$ cat src/rtl/ssc_pkg.sv
// Shared types and constants of the sensor sample conditioner.
`timescale 1ns / 1ps
`default_nettype none

package ssc_pkg;

   localparam int WINDOW_DEPTH_DEF = 3;

   localparam int SAMPLE_W    = 16;
   localparam int TEMP_W      = 16;
   localparam int RAW_W       = 24;
   localparam int PRESS_OUT_W = 19;
   localparam int SUM_W       = 17;

   localparam int REQ_TDATA_W = 72;
   localparam int RSP_TDATA_W = 72;
   localparam int RSP_TUSER_W = 2;

   localparam int CSR_INDEX_W = 4;
   localparam int CSR_DATA_W  = 16;

   localparam logic [CSR_INDEX_W-1:0] CSR_INVALID_TEMP_CODE = 4'd0;
   localparam logic [CSR_INDEX_W-1:0] CSR_UPPER_TEMP_LIMIT  = 4'd1;

   localparam logic [TEMP_W-1:0] INVALID_TEMP_RESET = 16'hFFFF;
   localparam logic [TEMP_W-1:0] UPPER_LIMIT_RESET  = 16'd8000;

   localparam logic [RAW_W-1:0] RAW_ZERO     = 24'h000000;
   localparam logic [RAW_W-1:0] RAW_POS_FULL = 24'h7FFFFF;
   localparam logic [RAW_W-1:0] RAW_NEG_FULL = 24'hFFFFFF;

   // The pressure scale is floor((sum * 375031 + 50000) / 100000), where sum is
   // twice the median or the sum of the two middle samples. The division is a
   // shift by five followed by a reciprocal multiply for 3125 with one correction.
   localparam int SCALED_W    = 36;
   localparam int QUOT_IN_W   = 31;
   localparam int PROD_W      = 63;
   localparam int QUOT_W      = 20;
   localparam int DIV_SHIFT   = 5;
   localparam int RECIP_SHIFT = 43;
   localparam int REM_W       = 32;

   localparam logic [18:0]          SCALE_MUL = 19'd375031;
   localparam logic [SCALED_W-1:0]  ROUND_ADD = 36'd50000;
   localparam logic [31:0]          RECIP_M   = 32'd2814749767;
   localparam logic [11:0]          DIV_REM   = 12'd3125;

   typedef struct packed {
      logic accept;
      logic en1;
      logic en2;
      logic en3;
   } pipe_ctrl_type;

   typedef struct packed {
      logic [TEMP_W-1:0] temp_left;
      logic [TEMP_W-1:0] temp_right;
      logic              rejected;
      logic              channel;
   } rtd_result_type;

endpackage

`default_nettype wire

$ cat src/rtl/ssc_rtd_check.sv
// RTD sample validation, channel sequencing and held temperatures.
`timescale 1ns / 1ps
`default_nettype none

module ssc_rtd_check (
   input  wire logic                              clock,
   input  wire logic                              reset,
   input  wire logic                              csr_valid,
   input  wire logic [ssc_pkg::CSR_INDEX_W-1:0]   csr_index,
   input  wire logic [ssc_pkg::CSR_DATA_W-1:0]    csr_data,
   input  wire logic                              accept,
   input  wire logic                              rtd_ready,
   input  wire logic [ssc_pkg::RAW_W-1:0]         adc_raw,
   input  wire logic [ssc_pkg::TEMP_W-1:0]        temp_hundredths,
   output ssc_pkg::rtd_result_type                result
);

   logic [ssc_pkg::TEMP_W-1:0] invalid_code_ff;
   logic [ssc_pkg::TEMP_W-1:0] upper_limit_ff;
   logic [ssc_pkg::TEMP_W-1:0] held_left_ff, held_left_in;
   logic [ssc_pkg::TEMP_W-1:0] held_right_ff, held_right_in;
   logic                       channel_ff, channel_in;
   logic                       discard_ff, discard_in;
   logic                       rejected;
   logic                       raw_bad;
   logic                       temp_ok;

   assign raw_bad = (adc_raw == ssc_pkg::RAW_ZERO) || (adc_raw == ssc_pkg::RAW_POS_FULL) ||
                    (adc_raw == ssc_pkg::RAW_NEG_FULL);
   assign temp_ok = !raw_bad && (temp_hundredths != invalid_code_ff) &&
                    (temp_hundredths < upper_limit_ff);

   always_ff @(posedge clock) begin
      if (reset) begin
         invalid_code_ff <= ssc_pkg::INVALID_TEMP_RESET;
         upper_limit_ff  <= ssc_pkg::UPPER_LIMIT_RESET;
      end else if (csr_valid) begin
         unique case (csr_index)
            ssc_pkg::CSR_INVALID_TEMP_CODE: invalid_code_ff <= csr_data;
            ssc_pkg::CSR_UPPER_TEMP_LIMIT:  upper_limit_ff  <= csr_data;
            default: ;
         endcase
      end
   end

   always_comb begin
      held_left_in  = held_left_ff;
      held_right_in = held_right_ff;
      channel_in    = channel_ff;
      discard_in    = discard_ff;
      rejected      = 1'b0;
      if (accept && rtd_ready) begin
         if (discard_ff) begin
            discard_in = 1'b0;
         end else begin
            if (temp_ok) begin
               if (channel_ff) begin
                  held_left_in = temp_hundredths;
               end else begin
                  held_right_in = temp_hundredths;
               end
            end else begin
               rejected = 1'b1;
            end
            channel_in = ~channel_ff;
            discard_in = 1'b1;
         end
      end
   end

   always_ff @(posedge clock) begin
      if (reset) begin
         held_left_ff  <= '0;
         held_right_ff <= '0;
         channel_ff    <= 1'b1;
         discard_ff    <= 1'b0;
      end else begin
         held_left_ff  <= held_left_in;
         held_right_ff <= held_right_in;
         channel_ff    <= channel_in;
         discard_ff    <= discard_in;
      end
   end

   assign result = '{temp_left:  held_left_in,
                     temp_right: held_right_in,
                     rejected:   rejected,
                     channel:    channel_in};

endmodule

`default_nettype wire

$ cat config.mk
export PLATFORM = sky130hd
export DESIGN_NAME = ssc_rtd_check
export DESIGN_NICKNAME = d
export VERILOG_FILES = /design/src/rtl/ssc_pkg.sv /design/src/rtl/ssc_rtd_check.sv
export SDC_FILE = /design/constraint.sdc
export NUM_CORES = 1
export LEC_CHECK = 0
export BUFFER_PORTS_ARGS = -buffer_cell sky130_fd_sc_hd__buf_2
export CAP_MARGIN = 30
export CORE_ASPECT_RATIO = 1.75
export CORE_UTILIZATION = 48
export DETAILED_ROUTE_END_ITERATION = 8
export PLACE_DENSITY = 0.86
export SLEW_MARGIN = 20
export SYNTH_ARGS = -nofsm -noshare
export SYNTH_HDL_FRONTEND = slang
export SYNTH_SLANG_ARGS = --single-unit
$ cat constraint.sdc
create_clock -name clock -period 3.1 [get_ports clock]
set_input_delay 0.62 -clock clock [delete_from_list [all_inputs] [get_ports clock]]
set_output_delay 0.62 -clock clock [all_outputs]
set_load 0.005 [all_outputs]
==> impl_metrics.tcl <==
set metrics [dict create \
    status "complete, but fails checks" \
    violations "negative setup slack" \
    p_sw_share_pct 24.1 \
    ys_types 39 \
    grt_max_degree 45 \
    synth_top_area_cell "dfxtp_1" \
    rows 42 \
    grtUsageMet3_pct 5.98 \
    slew_headroom_pct 56.8 \
    grt_usage_pct 28.7 \
    clkLatencyLatePin_ns 0.33 \
    critPathCaptureType "primary output" \
    yosysMostFrequentCell "dfxtp_1" \
    dr.first_iter.drc_count 242 \
    firstDrtPassIters 5 \
    cts_made_buffers 9 \
    cts_tree "done" \
    critPathKind "in2out" \
    synth_seq_cells 66 \
    die-height_um 119 \
    cts_sinks 66 \
    cts_max_level 3 \
    fin_crit_sh_pct 106 \
    synth-edff-count 0 \
    crit_chain "buf_2 > ha_1 > o21ai_0 > o21ai_1 > a21oi_2 > o2111ai_4 > or2_4 > clkbuf_16 > mux2_4 > buf_6" \
    routed_wl_um 11200 \
    cts_root_buf "clkbuf_16" \
    holdWs_ns 0.459 \
    power_frac_seq_pct 42.9 \
    synth_common_cells "dfxtp_1 (66), nand2_1 (38), o21ai_0 (35)" \
    power.clock.fraction_pct 41.7 \
    vias_per_cell 5.64 \
    async_flop_share_pct 0 \
    grt_pass1_wl_um 17400 \
    maxSlewViolCount 0 \
    r2r_cells 12 \
    worst_setup_path_start_kind "input port" \
    hpwl_um 7360 \
    setup_viol_count_final 33 \
    synth_area_per_cell_um2 9.17 \
    grtUsageMet1_pct 30.2 \
    synth_ff_type "dfxtp_1" \
    skew_ns 0.00337 \
    io_pins 99 \
    drc_errors 0 \
    path_max_fanout 7 \
    powerDensity_nw_per_um2 398 \
    synth_fp_nets 487 \
    fmax_mhz 305 \
    netlist_area_um2 3730 \
    postPlaceCellArea_um2 4490 \
    leakage_nw 2.21 \
    pre_cts_slack_ns -0.253 \
    min_period_ns 3.27 \
    tightest_slew_ns 0.647 \
    cap_violations 0 \
    rsz0062_at_grt "true" \
    hold_class "reg2reg" \
    p_int_mw 1.56 \
    setup_tns_ns -4.43 \
    ant_nets 0 \
    layout.nets 611 \
    vias 3504 \
    max_stage_delay_ns 0.34 \
    arrival_ns 2.65 \
    dieWidth_um 68.7 \
    synthCells 407 \
    clockBufferDepth 2 \
    yosys-top-cells-area "dfxtp_1 (35%), mux2_4 (5.6%), nand2b_1 (5.5%)" \
    slowest_stage "or2_4" \
    die-area_um2 8150 \
    final_cell_area_um2 5160 \
    grt_overflow 0 \
    crit_required_ns 2.48 \
    final_layout_size_suffix_gt1_share_pct 37.5 \
    start_util_pct 49.3 \
    ir_worst_vdd_v 0.000300 \
    num_antenna_cells 0 \
    hold_viol_final 0 \
    layout_setup_ws_ns -0.174 \
    grt_util_met2_pct 48.8 \
    io_buffers 98 \
    yosysWarnings 0 \
    grt_pass1_vias 3652 \
    place_congestion 0.970 \
    clk_pin_slew_ns 0.05 \
    synth-seq-area-share_pct 35.4 \
    core_area_um2 7570 \
    grt_busiest_layer "met2" \
    yosys.area.top_type_share_pct 35.4 \
    combPwrFrac_pct 15.4 \
    antenna_found_initial 0 \
    syn_to_final_growth_pct 38.1 \
    wl_per_cell_um 18.0 \
    whs_path_depth 2 \
    rrSetupSlack_ns 0.70 \
    p_switching_mw 0.494 \
]
==> cell usage in the layout, fill, tap and decap left out, types with 3 or more instances in the layout <==
cell,synthesis,layout
a211o_1,16,16
a21o_1,3,3
a21oi_1,12,11
buf_2,2,66
buf_4,3,33
buf_6,2,34
clkbuf_1,18,3
clkbuf_16,0,10
dfxtp_1,66,64
ha_1,15,11
ha_4,0,3
inv_1,15,14
mux2_4,14,30
mux2i_1,16,16
nand2_1,38,38
nand2b_1,33,33
nand3b_1,6,6
nand4_1,7,7
nor2_1,6,6
nor2b_1,33,33
nor4_1,12,11
o21ai_0,35,33
xor2_1,16,16
==> power groups by stage <==
stage / logic, mW / clock network, mW / registers, mW
detailed placement: 0.264 / 0 / 0.895
CTS: 0.299 / 0.862 / 0.879
global placement: 0.252 / 0 / 0.894
floorplan: 0.133 / 0 / 0.892
finish: 0.316 / 0.856 / 0.879
global route: 0.339 / 0.897 / 0.880
==> cell type report <==
type	count	area, um^2
Fill cell	497	2410
Multi-Input combinational cell	300	2340
Sequential cell	66	1320
Timing Repair Buffer	139	1080
Clock buffer	12	236
Tap cell	88	110
Inverter	15	56.3
Clock inverter	1	5.00
==> worst max-delay path, delay by kind of cell <==
family                   cells  cell delay, ns
multiplexers                 1            0.30
adder cells (fa/ha/maj)      1            0.31
AND/OR/NAND/NOR              1            0.34
AO/OA/AOI/OAI                4            0.65
buffers and inverters        3            0.43
==> registers in the layout, summed over array words and instances (netlist names) <==
name	count
discard_ff	1
held_left_ff	16
held_right_ff	16
invalid_code_ff	16
upper_limit_ff	16
channel_ff	1
==> metrics by stage <==
stage	power (mW)	std cells	util (%)
after floorplan	1.02	407	-
after global placement	1.15	601	59.1
after detailed placement	1.16	602	59.3
after CTS	2.04	619	66.5
after global routing	2.12	621	68.2
final	2.05	621	68.2
==> cells by family (layout without fill, tap and decap cells) <==
group	after synthesis	count (layout)	synth area share [%]
simple gates	147	147	21.9
mux	48	48	15.3
buf+inv	41	167	5.33
flops	66	66	35.4
compound gates	73	73	13.0
xor+xnor	17	17	3.99
fa+ha+maj	15	15	5.03
==> repair_timing <==
| action | 4_1_cts | 5_1_grt |
|---|---|---|
| setup endpoints to repair | 33 | 33 |
| endpoints found under the hold margin | 0 | 0 |
| pin swaps | 4 | 8 |
| buffers inserted | 3 | 1 |
| gates resized for setup | 54 | 16 |
| gates cloned | 1 | 1 |
| hold buffers | 0 | 0 |
==> worst paths after layout <==
| kind | start | to |
|---|---|---|
| worst max-delay path | temp_hundredths[6] | result[5] |
| worst max register to register | upper_limit_ff[15]$_SDFFE_PP0P_ | held_left_ff[7]$_SDFF_PP0_ |
| worst min-delay path | upper_limit_ff[14]$_SDFFE_PP0P_ | upper_limit_ff[14]$_SDFFE_PP0P_ |
| worst min register to register | upper_limit_ff[14]$_SDFFE_PP0P_ | upper_limit_ff[14]$_SDFFE_PP0P_ |
==> layer usage <==
metal / routed length (um) / vias to the layer above
met5: 0 / -
li1: - / 1656
met3: 337 / 46
met4: 640 / 0
met1: 4140 / 1688
met2: 6070 / 114
Power figures use the tool's default switching activity.
