**src/rtl/ssc_pkg.sv**
```systemverilog
// Shared types and constants of the sensor sample conditioner.
`timescale 1ns / 1ps
`default_nettype none

package ssc_pkg;

   localparam int WINDOW_DEPTH_DEF = 3;

   localparam int SAMPLE_W    = 16;
   localparam int TEMP_W      = 16;
   localparam int RAW_W       = 24;
   localparam int PRESS_OUT_W = 19;
   localparam int SUM_W       = 17;

   localparam int REQ_TDATA_W = 72;
   localparam int RSP_TDATA_W = 72;
   localparam int RSP_TUSER_W = 2;

   localparam int CSR_INDEX_W = 4;
   localparam int CSR_DATA_W  = 16;

   localparam logic [CSR_INDEX_W-1:0] CSR_INVALID_TEMP_CODE = 4'd0;
   localparam logic [CSR_INDEX_W-1:0] CSR_UPPER_TEMP_LIMIT  = 4'd1;

   localparam logic [TEMP_W-1:0] INVALID_TEMP_RESET = 16'hFFFF;
   localparam logic [TEMP_W-1:0] UPPER_LIMIT_RESET  = 16'd8000;

   localparam logic [RAW_W-1:0] RAW_ZERO     = 24'h000000;
   localparam logic [RAW_W-1:0] RAW_POS_FULL = 24'h7FFFFF;
   localparam logic [RAW_W-1:0] RAW_NEG_FULL = 24'hFFFFFF;

   // The pressure scale is floor((sum * 375031 + 50000) / 100000), where sum is
   // twice the median or the sum of the two middle samples. The division is a
   // shift by five followed by a reciprocal multiply for 3125 with one correction.
   localparam int SCALED_W    = 36;
   localparam int QUOT_IN_W   = 31;
   localparam int PROD_W      = 63;
   localparam int QUOT_W      = 20;
   localparam int DIV_SHIFT   = 5;
   localparam int RECIP_SHIFT = 43;
   localparam int REM_W       = 32;

   localparam logic [18:0]          SCALE_MUL = 19'd375031;
   localparam logic [SCALED_W-1:0]  ROUND_ADD = 36'd50000;
   localparam logic [31:0]          RECIP_M   = 32'd2814749767;
   localparam logic [11:0]          DIV_REM   = 12'd3125;

   typedef struct packed {
      logic accept;
      logic en1;
      logic en2;
      logic en3;
   } pipe_ctrl_type;

   typedef struct packed {
      logic [TEMP_W-1:0] temp_left;
      logic [TEMP_W-1:0] temp_right;
      logic              rejected;
      logic              channel;
   } rtd_result_type;

endpackage

`default_nettype wire

```
**src/rtl/ssc_merge.sv**
```systemverilog
// Output stage that joins both pressure lanes with the RTD result into one beat.
`timescale 1ns / 1ps
`default_nettype none

module ssc_merge (
   input  wire logic                              clock,
   input  wire logic                              reset,
   input  wire logic                              in_valid,
   input  wire ssc_pkg::rtd_result_type           in_rtd,
   input  wire logic [ssc_pkg::PRESS_OUT_W-1:0]   press_left,
   input  wire logic [ssc_pkg::PRESS_OUT_W-1:0]   press_right,
   output logic                                   out_ready,
   output logic                                   rsp_tvalid,
   input  wire logic                              rsp_tready,
   output logic      [ssc_pkg::RSP_TDATA_W-1:0]   rsp_tdata,
   output logic      [ssc_pkg::RSP_TUSER_W-1:0]   rsp_tuser
);

   localparam int PAD_W = ssc_pkg::RSP_TDATA_W - 2 * ssc_pkg::TEMP_W -
                          2 * ssc_pkg::PRESS_OUT_W;

   logic                            valid_ff;
   logic [ssc_pkg::RSP_TDATA_W-1:0] data_ff, data_in;
   logic [ssc_pkg::RSP_TUSER_W-1:0] user_ff, user_in;

   assign out_ready = !valid_ff || rsp_tready;
   assign data_in   = {{PAD_W{1'b0}}, press_right, press_left,
                       in_rtd.temp_right, in_rtd.temp_left};
   assign user_in   = {in_rtd.channel, in_rtd.rejected};

   always_ff @(posedge clock) begin
      if (reset) begin
         valid_ff <= 1'b0;
      end else if (out_ready) begin
         valid_ff <= in_valid;
      end
   end

   always_ff @(posedge clock) begin
      if (out_ready) begin
         data_ff <= data_in;
         user_ff <= user_in;
      end
   end

   assign rsp_tvalid = valid_ff;
   assign rsp_tdata  = data_ff;
   assign rsp_tuser  = user_ff;

endmodule

`default_nettype wire

```
**config.mk**
```make
export PLATFORM = sky130hd
export DESIGN_NAME = ssc_merge
export DESIGN_NICKNAME = d
export VERILOG_FILES = /design/src/rtl/ssc_pkg.sv /design/src/rtl/ssc_merge.sv
export SDC_FILE = /design/constraint.sdc
export NUM_CORES = 1
export LEC_CHECK = 0
export ABC_AREA = 1
export BUFFER_PORTS_ARGS = -buffer_cell sky130_fd_sc_hd__buf_2
export CORE_MARGIN = 4
export CORE_UTILIZATION = 43
export CTS_CLUSTER_SIZE = 20
export DETAILED_ROUTE_END_ITERATION = 16
export PLACE_DENSITY = 0.89
export SLEW_MARGIN = 10
export SYNTH_ARGS = -nofsm -noshare
export SYNTH_HDL_FRONTEND = slang
export SYNTH_SLANG_ARGS = --single-unit
```
**constraint.sdc**
```tcl
create_clock -name clock -period 4.3 [get_ports clock]
set_clock_uncertainty 0.05 [all_clocks]
set_input_delay 0.645 -clock clock [delete_from_list [all_inputs] [get_ports clock]]
set_output_delay 0.645 -clock clock [all_outputs]
set_load 0.02 [all_outputs]
```
==> reports/qor.yml, run 1 <==
outcome:
  status: "finished clean"
floorplan:
  io_pins: 152
  die_h_um: 79.9
  rows: 25
  core-area_mm2: 0.00488
  die_area_mm2: 0.00638
  initial_utilization_pct: 45.6
  die_w_um: 79.9
final_layout:
  diodes: 0
  layout-drive-gt1-share_pct: 68.0
  post_layout_nonfiller_instances: 311
  finalInstanceArea_mm2: 0.00326
  final_util_pct: 66.7
  area_growth_pct: 46.5
  fin_nets: 315
setup_path:
  crit_type: "in -> out"
  cp-start-kind: "input pin"
  crit_chain: "buf_2 -> inv_1 -> nand2_4 -> buf_2"
  crit_buf_inv: 3
  cp.required_ns: 3.61
  endpoint_kind: "output port"
  cp_max_fo: 74
  slowest_stage: "nand2_4"
  cpMostUsedCell: "buf_2"
  cp.arrival_ns: 1.73
  cp_slowest_stage_delay_ns: 0.65
  critPathTopFamily: "simple AND/OR/NAND/NOR gates"
cts:
  cts_htree_levels: 3
  cts-resized-gates: 0
  numClockSinks: 73
  cts_made_buffers: 9
  clock_latency_ns: 0.33
  cts_tree: "built"
  clk_pin_slew_ns: 0.08
  cts_setup_buffers: 0
  root_buffer: "clkbuf_8"
  cts_buffer_depth: 2
  hold_buffers: 0
place:
  dp_hpwl_um: 3560
  numPortBuffers: 149
  place_congestion: 0.665
  placed_area_mm2: 0.00305
  dpl.cell_count: 295
  pre_cts_slack_ns: 1.84
global_routing:
  antenna_found_initial: 1
  overflow: 0
  use_met2_pct: 25.6
  use_met1_pct: 14.8
  grtUsageTotal_pct: 15.1
  grt_use_met3_pct: 7.22
  busiest_layer: "met2"
  grt_first_pass_wirelength_um: 6780
  first_global_vias: 1349
  grt_max_degree: 75
synth:
  netlist_instances: 80
  syn_area_per_cell_um2: 27.8
  syn_area_mm2: 0.00222
  ys_ff_latch: 73
  synth_top_area_share_pct: 97.2
  yosys.area.top_type: "edfxtp_1"
  synth_cell_types: 7
  synthTopCellsByArea: "edfxtp_1 (97%), dfxtp_1 (0.90%), buf_4 (0.68%), a21oi_2 (0.39%), inv_1 (0.34%)"
  yosysWarnings: 0
  yosysSeqAreaShare_pct: 98.1
timing:
  min_period_over_period_pct: 56.4
  fin_ws_ns: 1.87
  max_clock_freq_ghz: 0.412
  worst_slew_pin_slew_ns: 0.888
  drv_slew: 0
  maxSlewHeadroom_pct: 40.8
  hold_viol_final: 0
  rsz0062_at_grt: "no"
  tns_ns: 0
  hold_slack_ns: 0.432
  period_minus_slack_ns: 2.43
  setup_violations: 0
min_path:
  hold_path.class: "in -> reg"
drt:
  vias: 1338
  final_antenna_net_count: 0
  drt_iter0_drc: 59
  via_per_inst: 4.30
  drt_pass1_iterations: 4
  wirelength_um: 4720
  remaining_drc_errors: 0
  wl_per_cell_um: 15.2
power_and_ir_drop:
  ir_drop_v: 0.000288
  p_total_mw: 1.56
  power.density_mw_per_mm2: 478
  power_leakage_nw: 1.47
job:
  maxCapViolations: 0
## worst paths after layout
kind             startpoint       endpoint  slack (ns)  depth (start not counted)
max              rsp_tready      out_ready        1.87                          4
min          press_left[11]  rsp_tdata[43]        0.43                          1
max reg2reg      rsp_tvalid  rsp_tdata[40]        2.84                          1
min reg2reg      rsp_tvalid     rsp_tvalid        1.13                          2
## kinds of logic after synthesis
kind of cell	Yosys count	synth area share, %
AOI/OAI and AO/OA	1	0.394
buffers and inverters	4	1.01
DFF	73	98.1
other	1	0.169
and+or+nand+nor	1	0.282
## state kept, by name, summed over array words and instances (netlist names)
register    flops
rsp_tdata      70
rsp_tuser       2
rsp_tvalid      1
## Yosys cell counts
master / count
inv_1: 2
nand2_2: 1
buf_4: 2
conb_1: 1
edfxtp_1: 72
dfxtp_1: 1
a21oi_2: 1
## layout make-up
cell class	instances	area (um^2)
sequential	73	2180
fill	352	1620
timing repair buffer	149	746
multi-input combinational	4	27.5
tap	67	83.8
inverter	2	7.51
clock inverter	6	82.6
clock buffer	10	128
## metal layers
metal	up-vias	share of wire, %
met5	-	0.15
met4	2	2.0
met3	10	14
met2	99	52
met1	598	33
li1	629	-
## layout by cell type, fill, tap and decap left out
| cell | Yosys | layout |
|---|---|---|
| a21oi_2 | 1 | 1 |
| buf_2 | 0 | 149 |
| bufinv_16 | 0 | 2 |
| clkbuf_1 | 0 | 1 |
| clkbuf_8 | 0 | 9 |
| clkinv_2 | 0 | 3 |
| clkinvlp_4 | 0 | 1 |
| conb_1 | 1 | 2 |
| dfxtp_1 | 1 | 1 |
| edfxtp_1 | 72 | 72 |
| inv_1 | 2 | 2 |
| nand2_4 | 0 | 1 |
## power by group
part / switching (mW) / internal (mW) / leakage (nW)
logic: 0.102 / 0.0552 / 0.613
registers: 0.0110 / 0.836 / 0.754
clock network: 0.230 / 0.324 / 0.106
total: 0.343 / 1.21 / 1.47
(Power assumes the default switching activity.)
==> run 2: changes to the inputs <==
- CORE_UTILIZATION: 43 -> 36
- PLACE_DENSITY: 0.89 -> 0.8
- clock period: 4.3 -> 2.1 ns (I/O delays scaled with it)
==> run 2 against run 1 <==
  * Global-route usage decreased by 2.3 points
  * Clock-buffer cell count up 1
  * Wire length increased by 1.7%
  * Largest cell class unchanged
  * Largest power group unchanged
==> reports/qor.yml, run 2 (same netlist as run 1, synthesis figures left out) <==
final_layout:
  largest_register_ffs: 70
  area_growth_pct: 45.0
  layout_commonest_cell: "buf_2"
  layout_common_cells: "buf_2 (149), edfxtp_1 (72), clkbuf_8 (9)"
  layout-drive-gt1-share_pct: 67.1
  final_util_pct: 54.1
  finalInstanceArea_mm2: 0.00322
  fin_nets: 317
  post_layout_nonfiller_instances: 318
  diodes: 0
global_routing:
  antenna_found_initial: 3
  first_global_vias: 1385
  grtUsageTotal_pct: 12.9
  grt_first_pass_wirelength_um: 6820
  grt_max_degree: 29
  overflow: 0
cts:
  cts_htree_levels: 3
  numClockSinks: 73
  cts_made_buffers: 9
  clock_latency_ns: 0.32
  hold_buffers: 0
  cts_setup_buffers: 0
  clk_pin_slew_ns: 0.06
  cts_tree: "built"
  root_buffer: "clkbuf_8"
  cts-resized-gates: 0
  cts_buffer_depth: 2
timing:
  tns_ns: 0
  period_minus_slack_ns: 1.51
  rsz0062_at_grt: "no"
  max_clock_freq_ghz: 0.661
  drv_slew: 0
  hold_viol_final: 0
  min_period_over_period_pct: 72.1
  fin_ws_ns: 0.586
  setup_violations: 0
drt:
  drt_pass1_iterations: 2
  drt_iter0_drc: 36
  via_per_inst: 4.30
  wl_per_cell_um: 15.1
  final_antenna_net_count: 0
  vias: 1367
  wirelength_um: 4800
  remaining_drc_errors: 0
floorplan:
  io_pins: 152
  rows: 28
  core-area_mm2: 0.00596
  die_area_mm2: 0.00750
  die_w_um: 86.6
  die_h_um: 86.6
  initial_utilization_pct: 37.3
power_and_ir_drop:
  power.density_mw_per_mm2: 897
  power_leakage_nw: 1.45
  ir_drop_v: 0.000416
setup_path:
  crit_chain: "nand2_4 -> buf_2"
  cp.required_ns: 1.74
  slowest_stage: "dfxtp_1"
  cp_slowest_stage_delay_ns: 0.33
  cp.arrival_ns: 1.15
  endpoint_kind: "output port"
  cp_max_fo: 23
  crit_type: "reg -> out"
  ff2ff_path_depth: 2
  cp-start-kind: "flop"
outcome:
  status: "finished clean"
place:
  place_congestion: 0.700
  numPortBuffers: 149
  placed_area_mm2: 0.00308
  dpl.cell_count: 305
  dp_hpwl_um: 3830
  pre_cts_slack_ns: 0.578
job:
  maxCapViolations: 0
min_path:
  hold_path.class: "in -> reg"
  hold_depth: 2
## run 2: metrics by stage
stage / hold slack (ns) / total power, mW
after detailed placement: 0.428 / 2.10
after CTS: 0.0735 / 2.95
final: 0.0977 / 2.89
after global routing: 0.0718 / 3.04
after floorplan: 0.327 / 1.93
after global placement: 0.425 / 2.09
## run 2: area by class of cell
class	instances	area (um^2)
Tap cell	75	93.8
Clock buffer	11	131
Multi-Input combinational cell	4	27.5
Sequential cell	73	2180
Timing Repair Buffer	151	773
Fill cell	491	2730
Inverter	2	7.51
Clock inverter	2	8.76
## run 2: per-layer routing
metal / wire length [um] / GRT usage [%]
met2: 2240 / 19.7
met1: 1770 / 13.8
met4: 112 / 7.65
met3: 639 / 7.32
met5: 41 / 0
## run 2: where the power goes
part / switching (mW) / leakage [nW] / internal (mW)
logic: 0.209 / 0.627 / 0.117
clock network: 0.427 / 0.0725 / 0.404
registers: 0.0238 / 0.754 / 1.71
## run 2: worst max-delay path, delay by kind of cell (launching register included)
| family | cells | cell delay (ns) |
|---|---|---|
| flip-flops | 1 | 0.33 |
| AND/OR/NAND/NOR | 1 | 0.27 |
| buffers and inverters | 1 | 0.23 |
## run 2: worst paths after layout
| kind | slack, ns | endpoint | startpoint |
|---|---|---|---|
| min reg2reg | 0.67 | rsp_tvalid | rsp_tvalid |
| max reg2reg | 0.73 | rsp_tdata[66] | rsp_tvalid |
| min | 0.1 | rsp_tvalid | reset |
| max | 0.59 | out_ready | rsp_tvalid |
